===== src/mru_pkg.sv =====
`timescale 1ns / 1ps
// ----------------------------------------------------------------------------
// mru_pkg
// Shared types and constants of the mixed-radix index unravel block.
// ----------------------------------------------------------------------------
package mru_pkg;

  localparam int IDX_W      = 48;  // flat index width
  localparam int HW_DIMS    = 4;   // coordinate lanes built in hardware
  localparam int CFG_IDX_W  = 3;   // register index width
  localparam int CFG_DATA_W = 13;  // register data width
  localparam int DIM_CNT_W  = 3;   // dimension count register width
  localparam int DIV_STEPS  = 4;   // quotient bits resolved per stage

  typedef enum logic [CFG_IDX_W-1:0] {
    REG_DIM_COUNT = 3'd0,
    REG_RADIX_0   = 3'd1,
    REG_RADIX_1   = 3'd2,
    REG_RADIX_2   = 3'd3,
    REG_RADIX_3   = 3'd4
  } cfg_reg_e;

endpackage


===== src/mru_div_stage.sv =====
`timescale 1ns / 1ps
// ----------------------------------------------------------------------------
// mru_div_stage
// One pipeline stage of restoring long division, DIV_STEPS quotient bits per stage.
// ----------------------------------------------------------------------------
module mru_div_stage #(
  parameter int RADIX_BITS = 12,
  parameter int DIM        = 0,
  parameter bit DONE       = 1'b0
) (
  input  logic clk_i,
  input  logic rst_ni,
  input  logic valid_i,
  output logic ready_o,
  input  logic [RADIX_BITS-1:0] rem_i,
  input  logic [mru_pkg::IDX_W-1:0] num_i,
  input  logic [mru_pkg::HW_DIMS-1:0][RADIX_BITS-1:0] crd_i,
  input  logic [RADIX_BITS:0] divisor_i,
  output logic valid_o,
  input  logic ready_i,
  output logic [RADIX_BITS-1:0] rem_o,
  output logic [mru_pkg::IDX_W-1:0] num_o,
  output logic [mru_pkg::HW_DIMS-1:0][RADIX_BITS-1:0] crd_o
);
  import mru_pkg::*;

  logic                              valid_q;
  logic [RADIX_BITS-1:0]             rem_d, rem_q;
  logic [IDX_W-1:0]                  num_d, num_q;
  logic [HW_DIMS-1:0][RADIX_BITS-1:0] crd_d, crd_q;

  // The numerator shifts out at the top while quotient bits shift in below,
  // so after a full pass num holds the quotient.
  always_comb begin
    logic [RADIX_BITS:0] t;
    rem_d = rem_i;
    num_d = num_i;
    crd_d = crd_i;
    for (int i = 0; i < DIV_STEPS; i++) begin
      t     = {rem_d, num_d[IDX_W-1]};
      num_d = {num_d[IDX_W-2:0], 1'b0};
      if (t >= divisor_i) begin
        t        = t - divisor_i;
        num_d[0] = 1'b1;
      end
      rem_d = t[RADIX_BITS-1:0];
    end
    if (DONE) begin
      crd_d[DIM] = rem_d;
      rem_d      = '0;
    end
  end

  assign ready_o = !valid_q || ready_i;

  always_ff @(posedge clk_i or negedge rst_ni) begin
    if (!rst_ni) begin
      valid_q <= 1'b0;
    end else if (ready_o) begin
      valid_q <= valid_i;
    end
  end

  always_ff @(posedge clk_i) begin
    if (ready_o && valid_i) begin
      rem_q <= rem_d;
      num_q <= num_d;
      crd_q <= crd_d;
    end
  end

  assign valid_o = valid_q;
  assign rem_o   = rem_q;
  assign num_o   = num_q;
  assign crd_o   = crd_q;

endmodule


===== config.mk =====
export PLATFORM = sky130hd
export DESIGN_NAME = mru_div_stage
export DESIGN_NICKNAME = d
export VERILOG_FILES = /design/src/mru_pkg.sv /design/src/mru_div_stage.sv
export SDC_FILE = /design/constraint.sdc
export NUM_CORES = 1
export LEC_CHECK = 0
export BUFFER_PORTS_ARGS = -buffer_cell sky130_fd_sc_hd__buf_4
export CAP_MARGIN = 20
export CORE_MARGIN = 2
export CORE_UTILIZATION = 35
export CTS_CLUSTER_DIAMETER = 120
export CTS_CLUSTER_SIZE = 40
export DETAILED_ROUTE_END_ITERATION = 16
export PLACE_DENSITY_LB_ADDON = 0.05
export SYNTH_ARGS = -nofsm -noshare
export SYNTH_HDL_FRONTEND = slang
export SYNTH_SLANG_ARGS = --single-unit

===== constraint.sdc =====
create_clock -name clk_i -period 8.4 [get_ports clk_i]
set_clock_uncertainty 0.1 [all_clocks]
set_input_delay 0 -clock clk_i [delete_from_list [all_inputs] [get_ports clk_i]]
set_output_delay 0 -clock clk_i [all_outputs]
set_load 0.02 [all_outputs]

## After elaboration in Yosys (flattened, before gate mapping)

Cells that the tools add are included.

- Register bits: 109
- Input port bits: 125
- Output and inout bits: 110
- Logic and storage cells: 26

- Add/subtract/negate cells: 4
- $lt $le $gt $ge: 4
- Multiplexer cells: 8
- Reduce and logical (&&, ||, !) cells: 3

Operators with widths:

| cell | count |
|---|---|
| $ge A13 B13 Y1 | 4 |
| $mux W12 | 4 |
| $sub A12 B12 Y12 | 4 |
| $mux W1 | 4 |
| $logic_and A1 B1 Y1 | 1 |
| $logic_not A1 Y1 | 1 |
| $logic_or A1 B1 Y1 | 1 |

## Depth between registers and ports, before layout

- Depth in word-level cells: 8
- Gate-level depth with buffers: 37
- Mapped depth without buffers: 35

## Worst setup path after synthesis

No wires, ideal clock.

- Path type: input to register
- Start: in divisor_i[4]
- End: reg rem_q[11], in the netlist rem_o[11] (data pin)
- Library setup time: 0.274 ns
- Arrival time: 6.661 ns
- Data required time: 8.026 ns
- Path slack: 1.364 ns
- Stages on the path: 36
- Buffers on the path: 3
- Path through: inv_1 > ha_1 > buf_6 > a21o_1 > a21o_1 > a311oi_2 > nor2_2 > buf_6 > mux2_4 > ha_1 > and2_1 > a31o_2 > nor3_4 > a21oi_2 > nor2_8 > inv_2 > buf_2 > o21a_1 > ha_1 > o21a_1 > o31a_1 > o31ai_1 > a21oi_1 > o21ai_1 > inv_2 > a211oi_1 > nor2_1 > ha_1 > o21a_1 > o31a_1 > o211ai_1 > nand2_1 > o41ai_4 > inv_2 > o311ai_0 > o211ai_1

- Word-level cells in the longest chain between the ends: 8
- Elaborated cells on any way between the ends: 12
- Those cells by class: 4 x add/sub; 4 x order compare; 4 x mux

Ends and longest elaborated chain:

| what | RTL line | RTL |
|---|---|---|
| from (decl) | mru_div_stage.sv:18 | `input logic [RADIX_BITS:0] divisor_i,` |
| $sub A12 B12 Y12 or $ge A13 B13 Y1 (tied branches) | mru_div_stage.sv:43, mru_div_stage.sv:42 |  |
| $mux W12 | mru_div_stage.sv:42 | `if (t >= divisor_i) begin` |
| $sub A12 B12 Y12 or $ge A13 B13 Y1 (tied branches) | mru_div_stage.sv:43, mru_div_stage.sv:42 |  |
| $mux W12 | mru_div_stage.sv:42 |  |
| $sub A12 B12 Y12 or $ge A13 B13 Y1 (tied branches) | mru_div_stage.sv:43, mru_div_stage.sv:42 |  |
| $mux W12 | mru_div_stage.sv:42 |  |
| $sub A12 B12 Y12 or $ge A13 B13 Y1 (tied branches) | mru_div_stage.sv:43, mru_div_stage.sv:42 |  |
| $mux W12 (*) | mru_div_stage.sv:42 |  |
| net rem_d[11] | mru_div_stage.sv:28 | `logic [RADIX_BITS-1:0] rem_d, rem_q;` |
| to (signal assigned) | mru_div_stage.sv:66 | `rem_q <= rem_d;` |
| to (decl) | mru_div_stage.sv:28 |  |

The timed path passes the listed nets; every way through them passes the cells marked *.
A chain may end at the register's enable or synchronous reset.

## Worst setup path in the final report

- Start: in divisor_i[4]
- End: reg rem_q[8], in the netlist rem_o[8] (data pin)

Same word-level chain as after synthesis.

==> results.md <==
* Top cell by count, worst path: ha_1
* Syn avg cell area at 12.4 um2
* Largest net degree at the start of global routing at about 70
* Period minus WS final at 7.79 ns
* Setup TNS at 0 ns
* Worst setup startpoint: divisor_i[4]
* Sequential area share after synthesis at between 50% and 60%
* Fin. Hold Viols at 0
* FF-to-FF Start: valid_o
* Worst Setup End Kind: flip-flop
* Final hold slack at 0.0797 ns
* Worst path slowest cell: mux2i_1
* CP endpoint: rem_o[8]
* Synth Instances at 507
* Maximum vdd ir drop at 0.193 mV
* Highest-count cells in the layout ignoring fill and taps: buf_4 (240), edfxtp_1 (108), dlygate4sd3_1 (97), ha_1 (52), nand2_1 (33)
* CTS tree: built
* Fmax at 128 MHz
* Latest clock arrival within the worst-skew pair at ~0.35 ns
* P per Cell Area at 262 nW/um2
* Core Region at roughly 18000 um2
* Synth cell types at a little under 70
* # setup viols final at 0
* Worst Path Max Fanout at 18
* Crit-path max cell delay at 0.43 ns
* Port buffer count at ~230
* Seq cells post-synth at 109
* Number of routed nets with antenna violations at 0
* FF-to-FF path depth at 3
* Row count at 49
* First-pass iteration count of the detailed router at 5
* Slew margin rel. at 45.6%
* Max Cap Violations at 0
* Share of cells above drive strength 1 at between 30 and 40%
* Final Wtd Congestion at 0.869
* Crit Reg-Reg Endpoint: num_o[12]
* CTS clk-pin slew, worst paths at 0.07 ns
* Worst hold-check path type: input pin to flip-flop
* Number of global-route vias before repair at between 5k and 6k
* Total wire length at around 20 mm
* Die width at between 100 and 150 um
* Main synth FF type: edfxtp_1
* Initial Utilization at 35.4%
* Ports at 235
* Initial antenna violation count at 0
* HPWL Detailed at about 15 mm
* Period utilization at 92.8%
* Critical path launch point type: input pin
* Asr flop ratio synth at 0.917%
* Synth Net Count at 688
* TritonCTS buffer count at 9
* Layout area overhead at 53.0%
* Gr usage total at roughly a fifth
* Worst Path Required at around 8.4 ns
* Post-synth EDFFs at 108
* CTS H-Tree Depth at 3
* Worst EP arrival at 7.79 ns
* Cells after DPL at 971
* Worst reg-to-reg setup slack at 6.07 ns
* Max clock buf depth at 2
* Vias per inst at 4.93
* Yosys warnings at 0
* Pleak at a little over 4 nW
* Synthesized cell area at approximately 6300 um2
* Status: completed
* Clock sink count at 109
* Post-CTS Setup Inserts at 0
* DR DRC count at 0
* Worst Tran Pin Value at 0.816 ns
* Hold Path Depth at 3
* Crit Path Class: input pin to flip-flop
* Slew Limit Fails at 0
* Initial DRC Count at between 300 and 400
* RSZ-0062 raised after global routing: false
* Wirelength per Cell at 18.0 um
* Die height at between 100 and 150 um
* Most common cell after layout, fill and taps aside: buf_4
* Via count at 5345
* Fin cells at 1084
* Post-layout nets at 1031
* CTS root buffer: clkbuf_16
* Die area at 19100 um2
* First-pass GRT wire length at 30.4 mm
* Inserted Diodes at 0
* GR Overflow Total at 0
[synth_stat cells (all sizes together), types with 3 or more instances]
master   count  area (um2)
xor2        13         114
or3          3        18.8
nor2b        8        50.1
o21a         9        67.6
nor3         6        41.3
o31ai        6        45.0
o21ai       30         150
a21oi       25         129
nor2        26         116
a21o        14         105
and4         3        26.3
fa           4        80.1
o211ai      10        95.1
nand2       33         124
nand4        4        25.0
mux2i        5        66.3
mux2        14         188
inv         31         116
a211oi       6        50.1
nand3        5        25.0
o2111ai      4        41.3
and3         3        20.0
xnor2       21         184
a21boi       3        22.5
or2          4        25.0
buf          5        40.0
nand2b       6        37.5
o31a         3        26.3
and2         5        31.3
ha          52         651
edfxtp     108        3240
a31oi       12        75.1
o21bai       6        45.0
[per-layer routing]
metal | share of wire, % | vias up | global-route usage, %
li1 | - | 2621 | -
met1 | 43 | 2514 | 25.0
met2 | 49 | 182 | 35.1
met3 | 5.4 | 28 | 3.98
met4 | 2.5 | 0 | 7.30
met5 | 0 | - | 0
[power by group]
part | leakage [nW] | internal [mW] | switching [mW]
logic | 2.96 | 0.613 | 0.780
registers | 1.04 | 0.702 | 0.0188
clock network | 0.138 | 0.214 | 0.194
[worst min path at each step]
stage                    from       end  slack, ns
finish              num_i[46]  rem_o[2]       0.08
global route        num_i[46]  rem_o[2]       0.11
CTS                 num_i[46]  rem_o[2]       0.07
detailed placement     rst_ni   valid_o      -0.32
global placement       rst_ni   valid_o      -0.32
floorplan              rst_ni   valid_o      -0.40
[layout make-up]
cell class | instances | area (um2)
repair buffers | 338 | 2790
fillers | 1551 | 8160
clock buffers | 11 | 243
well taps | 229 | 287
multi-input cells | 361 | 2870
flip-flops and latches | 109 | 3270
inverters | 31 | 116
clock inverters | 5 | 45.0
[kinds of logic after synthesis]
logic type,count (synthesis),synth area share [%]
XOR/XNOR,34,4.73
AND/OR/NAND/NOR,110,9.09
buffers and inverters,37,2.55
adder cells (fa/ha/maj),56,11.6
flip-flops,109,52.0
AO/OA/AOI/OAI,142,16.0
multiplexers,19,4.04
[stage by stage]
stage                     instance area [um2]  setup WS [ns]  power, mW  utilization (%)
final                                    9620          0.607       2.52             54.1
after global routing                     9620         0.0751       2.70             54.1
after CTS                                9620          0.558       2.53             54.1
after detailed placement                 8360          0.224       2.07             47.0
after global placement                   8360          0.390       2.07             47.0
after floorplan                          6290           1.36       1.67                -
[critical path, delay by kind of cell]
family                     cells  cell delay [ns]
adders and majority gates      4             1.43
and+or+nand+nor                7             0.87
muxes                          3             1.09
AOI/OAI and AO/OA             11             2.90
buffers and inverters          9             1.48
[sequential cells by signal, summed over array words and instances, names as in the netlist]
| name | count |
|---|---|
| rem_o | 12 |
| crd_o | 48 |
| valid_o | 1 |
| num_o | 48 |
[repair_timing]
item	CTS	global route
endpoints found under the hold margin	95	0
endpoints found under the setup margin	0	5
resized for setup	0	1
hold buffers	97	0
(Power assumes the default switching activity.)
