## config.mk

```make
export PLATFORM = sky130hd
export DESIGN_NAME = mru_cfg_flat
export DESIGN_NICKNAME = d
export VERILOG_FILES = /design/src/mru_pkg.sv /design/src/mru_if.sv /design/src/mru_cfg.sv /design/src/flat_wrapper.sv
export SDC_FILE = /design/constraint.sdc
export NUM_CORES = 1
export LEC_CHECK = 0
export BUFFER_PORTS_ARGS = -buffer_cell sky130_fd_sc_hd__clkbuf_2
export CAP_MARGIN = 5
export CORE_MARGIN = 5
export CORE_UTILIZATION = 40
export DETAILED_ROUTE_END_ITERATION = 16
export GPL_ROUTABILITY_DRIVEN = 0
export SLEW_MARGIN = 20
export SYNTH_ARGS = -nofsm -noshare
export SYNTH_HDL_FRONTEND = slang
export SYNTH_SLANG_ARGS = --single-unit
```

## constraint.sdc

```tcl
create_clock -name clk_i -period 1.62 [get_ports clk_i]
set_clock_uncertainty 0.2 [all_clocks]
set_input_delay 0.162 -clock clk_i [delete_from_list [all_inputs] [get_ports clk_i]]
set_output_delay 0.162 -clock clk_i [all_outputs]
set_load 0.02 [all_outputs]
```

## src/mru_pkg.sv

```systemverilog
`timescale 1ns / 1ps
// ----------------------------------------------------------------------------
// mru_pkg
// Shared types and constants of the mixed-radix index unravel block.
// ----------------------------------------------------------------------------
package mru_pkg;

  localparam int IDX_W      = 48;  // flat index width
  localparam int HW_DIMS    = 4;   // coordinate lanes built in hardware
  localparam int CFG_IDX_W  = 3;   // register index width
  localparam int CFG_DATA_W = 13;  // register data width
  localparam int DIM_CNT_W  = 3;   // dimension count register width
  localparam int DIV_STEPS  = 4;   // quotient bits resolved per stage

  typedef enum logic [CFG_IDX_W-1:0] {
    REG_DIM_COUNT = 3'd0,
    REG_RADIX_0   = 3'd1,
    REG_RADIX_1   = 3'd2,
    REG_RADIX_2   = 3'd3,
    REG_RADIX_3   = 3'd4
  } cfg_reg_e;

endpackage

```

## src/mru_if.sv

```systemverilog


interface mru_cfg_if #(parameter int IW = 3, parameter int DW = 13);
  logic          valid;
  logic          ready;
  logic [IW-1:0] index;
  logic [DW-1:0] data;
  modport source (output valid, output index, output data, input ready);
  modport sink   (input valid, input index, input data, output ready);
endinterface

```

## src/mru_cfg.sv

```systemverilog
`timescale 1ns / 1ps
// ----------------------------------------------------------------------------
// mru_cfg
// Configuration registers and the effective divisor of each dimension.
// ----------------------------------------------------------------------------
module mru_cfg #(
  parameter int MAX_DIMS   = 4,
  parameter int RADIX_BITS = 12
) (
  input  logic clk_i,
  input  logic rst_ni,
  mru_cfg_if.sink cfg_i,
  output logic [mru_pkg::HW_DIMS-1:0][RADIX_BITS:0] divisor_o
);
  import mru_pkg::*;

  logic [DIM_CNT_W-1:0]                 dim_cnt_q;
  logic [HW_DIMS-1:0][CFG_DATA_W-1:0]   radix_q;
  logic [DIM_CNT_W-1:0]                 dims_eff;

  function automatic logic [RADIX_BITS:0] clamp_radix(logic [CFG_DATA_W-1:0] r);
    int unsigned rv;
    int unsigned cap;
    rv  = 32'(r);
    cap = 32'd1 << RADIX_BITS;
    if (rv == 0) begin
      rv = 1;
    end else if (rv > cap) begin
      rv = cap;
    end
    return rv[RADIX_BITS:0];
  endfunction

  assign cfg_i.ready = 1'b1;

  always_ff @(posedge clk_i or negedge rst_ni) begin
    if (!rst_ni) begin
      dim_cnt_q <= DIM_CNT_W'(1);
      for (int k = 0; k < HW_DIMS; k++) begin
        radix_q[k] <= CFG_DATA_W'(1);
      end
    end else if (cfg_i.valid) begin
      unique case (cfg_i.index)
        REG_DIM_COUNT: dim_cnt_q  <= cfg_i.data[DIM_CNT_W-1:0];
        REG_RADIX_0:   radix_q[0] <= cfg_i.data;
        REG_RADIX_1:   radix_q[1] <= cfg_i.data;
        REG_RADIX_2:   radix_q[2] <= cfg_i.data;
        REG_RADIX_3:   radix_q[3] <= cfg_i.data;
        default: ;
      endcase
    end
  end

  always_comb begin
    dims_eff = dim_cnt_q;
    if (dims_eff == '0) begin
      dims_eff = DIM_CNT_W'(1);
    end
    if (32'(dims_eff) > MAX_DIMS) begin
      dims_eff = DIM_CNT_W'(MAX_DIMS);
    end
  end

  // An unused dimension divides by one: coordinate zero, value unchanged.
  always_comb begin
    for (int k = 0; k < HW_DIMS; k++) begin
      if (32'(k) < 32'(dims_eff)) begin
        divisor_o[k] = clamp_radix(radix_q[k]);
      end else begin
        divisor_o[k] = (RADIX_BITS+1)'(1);
      end
    end
  end

endmodule

```

## src/flat_wrapper.sv

```systemverilog
// flat-port wrapper written by rule: the top's interface ports become plain ports
module mru_cfg_flat import mru_pkg::*;
#(
  parameter int MAX_DIMS   = 4,
  parameter int RADIX_BITS = 12
)
  (clk_i, rst_ni, divisor_o, cfg_i_valid, cfg_i_index, cfg_i_data, cfg_i_ready);
  mru_cfg_if cfg_i_i ();
  input  logic clk_i;
  input  logic rst_ni;
  output logic [mru_pkg::HW_DIMS-1:0][RADIX_BITS:0] divisor_o;
  input wire logic [$bits(cfg_i_i.valid)-1:0] cfg_i_valid;
  input wire logic [$bits(cfg_i_i.index)-1:0] cfg_i_index;
  input wire logic [$bits(cfg_i_i.data)-1:0] cfg_i_data;
  output wire logic [$bits(cfg_i_i.ready)-1:0] cfg_i_ready;
  assign cfg_i_i.valid = cfg_i_valid;
  assign cfg_i_i.index = cfg_i_index;
  assign cfg_i_i.data = cfg_i_data;
  assign cfg_i_ready = cfg_i_i.ready;
  mru_cfg #(.MAX_DIMS(MAX_DIMS), .RADIX_BITS(RADIX_BITS)) u_core (.clk_i(clk_i), .rst_ni(rst_ni), .cfg_i(cfg_i_i), .divisor_o(divisor_o));
endmodule
```

# Word-level counts from Yosys, hierarchy flattened
# Cells that the tools add are included.
dict set report totals {
  reg_bits 55
  wordCells 43
}
dict set report classes {
  n_lt_le_gt_ge 9
  eq_ne 4
  n_mux 14
  reduce_logical 11
}
# cell count
set ops {}
lappend ops {{$mux W13} 12}
lappend ops {{$gt A13 B13 Y1 const B} 4}
lappend ops {{$logic_not A13 Y1} 4}
lappend ops {{$reduce_and A2 Y1} 5}
lappend ops {{$eq A3 B2 Y1 const B} 2}
lappend ops {{$logic_not A3 Y1} 2}
lappend ops {{$lt A1 B3 Y1 const A} 2}
lappend ops {{$lt A2 B3 Y1 const A} 2}
lappend ops {{$mux W3} 2}
lappend ops {{$eq A3 B1 Y1 const B} 1}
lappend ops {{$eq A3 B3 Y1 const B} 1}
lappend ops {{$gt A3 B3 Y1 const B} 1}

# Longest topological paths before layout
dict set report depth {
  word_depth 6
  depth_mapped 4
  depth_no_buf 3
}

# Worst setup path before layout
# OpenSTA, ideal clock, no wires.
dict set report synth_path {
  path_type {register to output}
  from {register u_core.dim_cnt_q[0]}
  to {output divisor_o[28] in the netlist's numbering}
  t_arrival_ns 1.338
  t_required_ns 1.258
  slack_ns -0.080
  path_stages_with_launch 4
  path_cell_list {dfstp_2 a21oi_1 clkbuf_1 nor3b_1}
}
# element line_no
set synth_rtl {}
lappend synth_rtl {{from (decl)} mru_cfg.sv:17} ;# logic [DIM_CNT_W-1:0] dim_cnt_q;
lappend synth_rtl {{from (signal assigned)} mru_cfg.sv:44} ;# REG_DIM_COUNT: dim_cnt_q <= cfg_i.data[DIM_CNT_W-1:0];
lappend synth_rtl {{to (decl)} flat_wrapper.sv:11} ;# output logic [mru_pkg::HW_DIMS-1:0][RADIX_BITS:0] divisor_o;

==> results.json <==
{
  "gr-usage-met3": 0.0408,
  "maxSlewViolCount": 0,
  "clock_sink_count": 55,
  "numCtsBuffers": 5,
  "grt.busiest_layer": "met2",
  "yosysWarnings": 0,
  "dpl.hpwl_um": 4590,
  "grt_setup_unrepaired": "true",
  "row_count": 29,
  "grt_pass1_vias": 2020,
  "hold_viol": 0,
  "area_growth_pct": 51.6,
  "min_path_type": "in2async",
  "synth.distinct_cells": 27,
  "num_io_pins": 72,
  "area.sequential_um2": 1390,
  "grt_max_degree": 56,
  "diodes": 0,
  "worst-path-buf-inv": 1,
  "cts-root-buf": "clkbuf_8",
  "max-vdd-ir-drop_v": 0.000581,
  "clockBufferDepth": 2,
  "postRouteWirelength_um": 6870,
  "drv_cap": 0,
  "worst_slack_ns": -0.220,
  "chipWidth_um": 90.6,
  "syn-cell-area_um2": 2600,
  "drt_pass1_iterations": 3,
  "wl_per_cell_um": 18.2,
  "setup_viol_count_final": 38,
  "vias": 1952,
  "hold_slack_ns": 0.183,
  "final_cell_mix": "dfrtp_1 (46), mux2_1 (40), clkbuf_2 (27), buf_4 (27), mux2_2 (15)",
  "crit_required_ns": 1.26,
  "worst-path-max-fanout": 3,
  "p_leak_uw": 0.00173,
  "ys_ff_latch": 55,
  "clk_latency_ns": 0.30,
  "max_clock_freq_mhz": 543,
  "max_stage_delay_ns": 0.44,
  "layout.nets": 318,
  "cp-start-kind": "flop",
  "viasPerCell": 5.18,
  "gr-usage-met1": 0.203,
  "crit_family": "simple AND/OR/NAND/NOR gates",
  "die_h_um": 90.6,
  "layout-drive-gt1-share": 0.560,
  "violations": "negative setup slack",
  "fin_crit_ns": 1.84,
  "tns_ns": -5.32,
  "cp-end-kind": "output pin",
  "netlist_instances": 200,
  "route.detailed.drc": 0,
  "powerDensity_nw_per_um2": 1260,
  "syn-mean-instance-area_um2": 13.0,
  "overflow": 0,
  "cpMaxStageDelayCell": "dfrtp_1",
  "grt_usage": 0.162,
  "cts_tree": "built",
  "drt_iter0_markers": 37,
  "clk_pin_slew_ns": 0.09,
  "total_power_uw": 4980,
  "antenna_found_initial": 0,
  "port_buffers": 70,
  "initial_core_util": 0.409,
  "ant_nets": 0,
  "multi_input_area_um2": 1400,
  "arrival_ns": 1.48,
  "grt_use_met2": 0.269,
  "syn_nets": 219,
  "final_common_cell": "dfrtp_1",
  "htreeDepth": 2,
  "fillers": 490,
  "outcome": "finished, violations left",
  "yosysSeqAreaShare": 0.532,
  "crit_chain": "nor4_4, a31oi_1, nor2_1, buf_4",
  "path_class": "reg2out",
  "min_period_over_period": 1.14,
  "core-area_um2": 6350,
  "grt_pass1_wl_um": 10600,
  "dieArea_um2": 8210
}
logic make-up after synthesis:
| group | count (synthesis) | share of synthesized area |
|---|---|---|
| buffers and inverters | 11 | 0.0250 |
| AO/OA/AOI/OAI | 6 | 0.0164 |
| multiplexers | 55 | 0.238 |
| AND/OR/NAND/NOR | 72 | 0.187 |
| other | 1 | 0.00144 |
| flip-flops | 55 | 0.532 |
cell usage after synthesis:
library cell,count,share of area
nor2_1,6,0.0087
nand4b_2,1,0.0058
nor3_1,2,0.0039
conb_1,1,0.0014
nor4_1,10,0.024
a31oi_1,1,0.0024
mux2_2,15,0.065
dfrtp_1,50,0.48
dfstp_2,5,0.051
o21ai_0,1,0.0019
nor3_2,1,0.0039
inv_1,1,0.0014
a21oi_1,1,0.0019
nand2_1,1,0.0014
buf_4,2,0.0058
mux2_1,40,0.17
nor4b_2,1,0.0058
nor2b_1,14,0.034
and4bb_4,2,0.013
a311oi_1,2,0.0067
buf_6,2,0.0087
a32oi_1,1,0.0034
buf_2,1,0.0019
and3_1,4,0.0096
and2_1,19,0.046
nor3b_1,11,0.032
clkbuf_1,5,0.0072
worst reg2reg max path, stage by stage (launching register included):
cell,delay (ns)
dfrtp_2,0.50
buf_6,0.17
mux2_1,0.28
per-stage QoR:
stage / setup WS [ns] / util / instance area, µm² / std cells
detailed placement: -0.0654 / 0.487 / 3090 / 348
finish: -0.220 / 0.620 / 3940 / 377
global route: -0.319 / 0.620 / 3940 / 377
global placement: -0.0554 / 0.487 / 3090 / 348
CTS: -0.255 / 0.585 / 3720 / 373
floorplan: -0.0801 / - / 2600 / 200
layout make-up:
class / count / share of cell area
Tap cell: 77 / 0.0245
Clock inverter: 2 / 0.00889
Clock buffer: 6 / 0.0210
Timing Repair Buffer: 101 / 0.237
Multi-Input combinational cell: 135 / 0.356
Sequential cell: 55 / 0.352
Inverter: 1 / 0.000953
flip-flops by register name (all words and copies together), names as in the netlist:
name and count:
u_core.dim_cnt_q 3, u_core.radix_q 52
repair_timing:
| action | in CTS | in global routing |
|---|---|---|
| setup endpoints to repair | 38 | 41 |
| hold buffers | 14 | 0 |
| hold endpoints to repair | 110 | 0 |
| resized for setup | 86 | 83 |
| cloned | 0 | 1 |
| setup buffers | 4 | 3 |
| pin swaps | 8 | 22 |
power breakdown:
part / switching [µW] / internal, µW
logic: 912 / 1070
registers: 358 / 1700
clock network: 442 / 501
layer usage:
layer  vias to the layer above  wire (µm)  share of wire
met5                         -          0              0
met4                         0        185          0.027
met3                        16        237          0.035
met2                        43       3470           0.51
met1                       972       2970           0.43
li1                        921          -              -
path summary, 6_finish.rpt:
kind / from / end / slack [ns] / depth (start not counted)
setup / recovery: u_core.radix_q[5] / divisor_o[0] / -0.22 / 4
min in group clk_i: cfg_i_index[2] / u_core.dim_cnt_q[0] / 0.23 / 4
max in group asynchronous: rst_ni / u_core.dim_cnt_q[0] / 0.74 / 3
setup reg to reg: u_core.radix_q[12] / u_core.radix_q[12] / 0.37 / 2
hold reg to reg: u_core.radix_q[8] / u_core.radix_q[8] / 0.32 / 1
hold / removal: rst_ni / u_core.radix_q[21] / 0.18 / 3
Note: power is estimated with default switching activity, not from simulation.
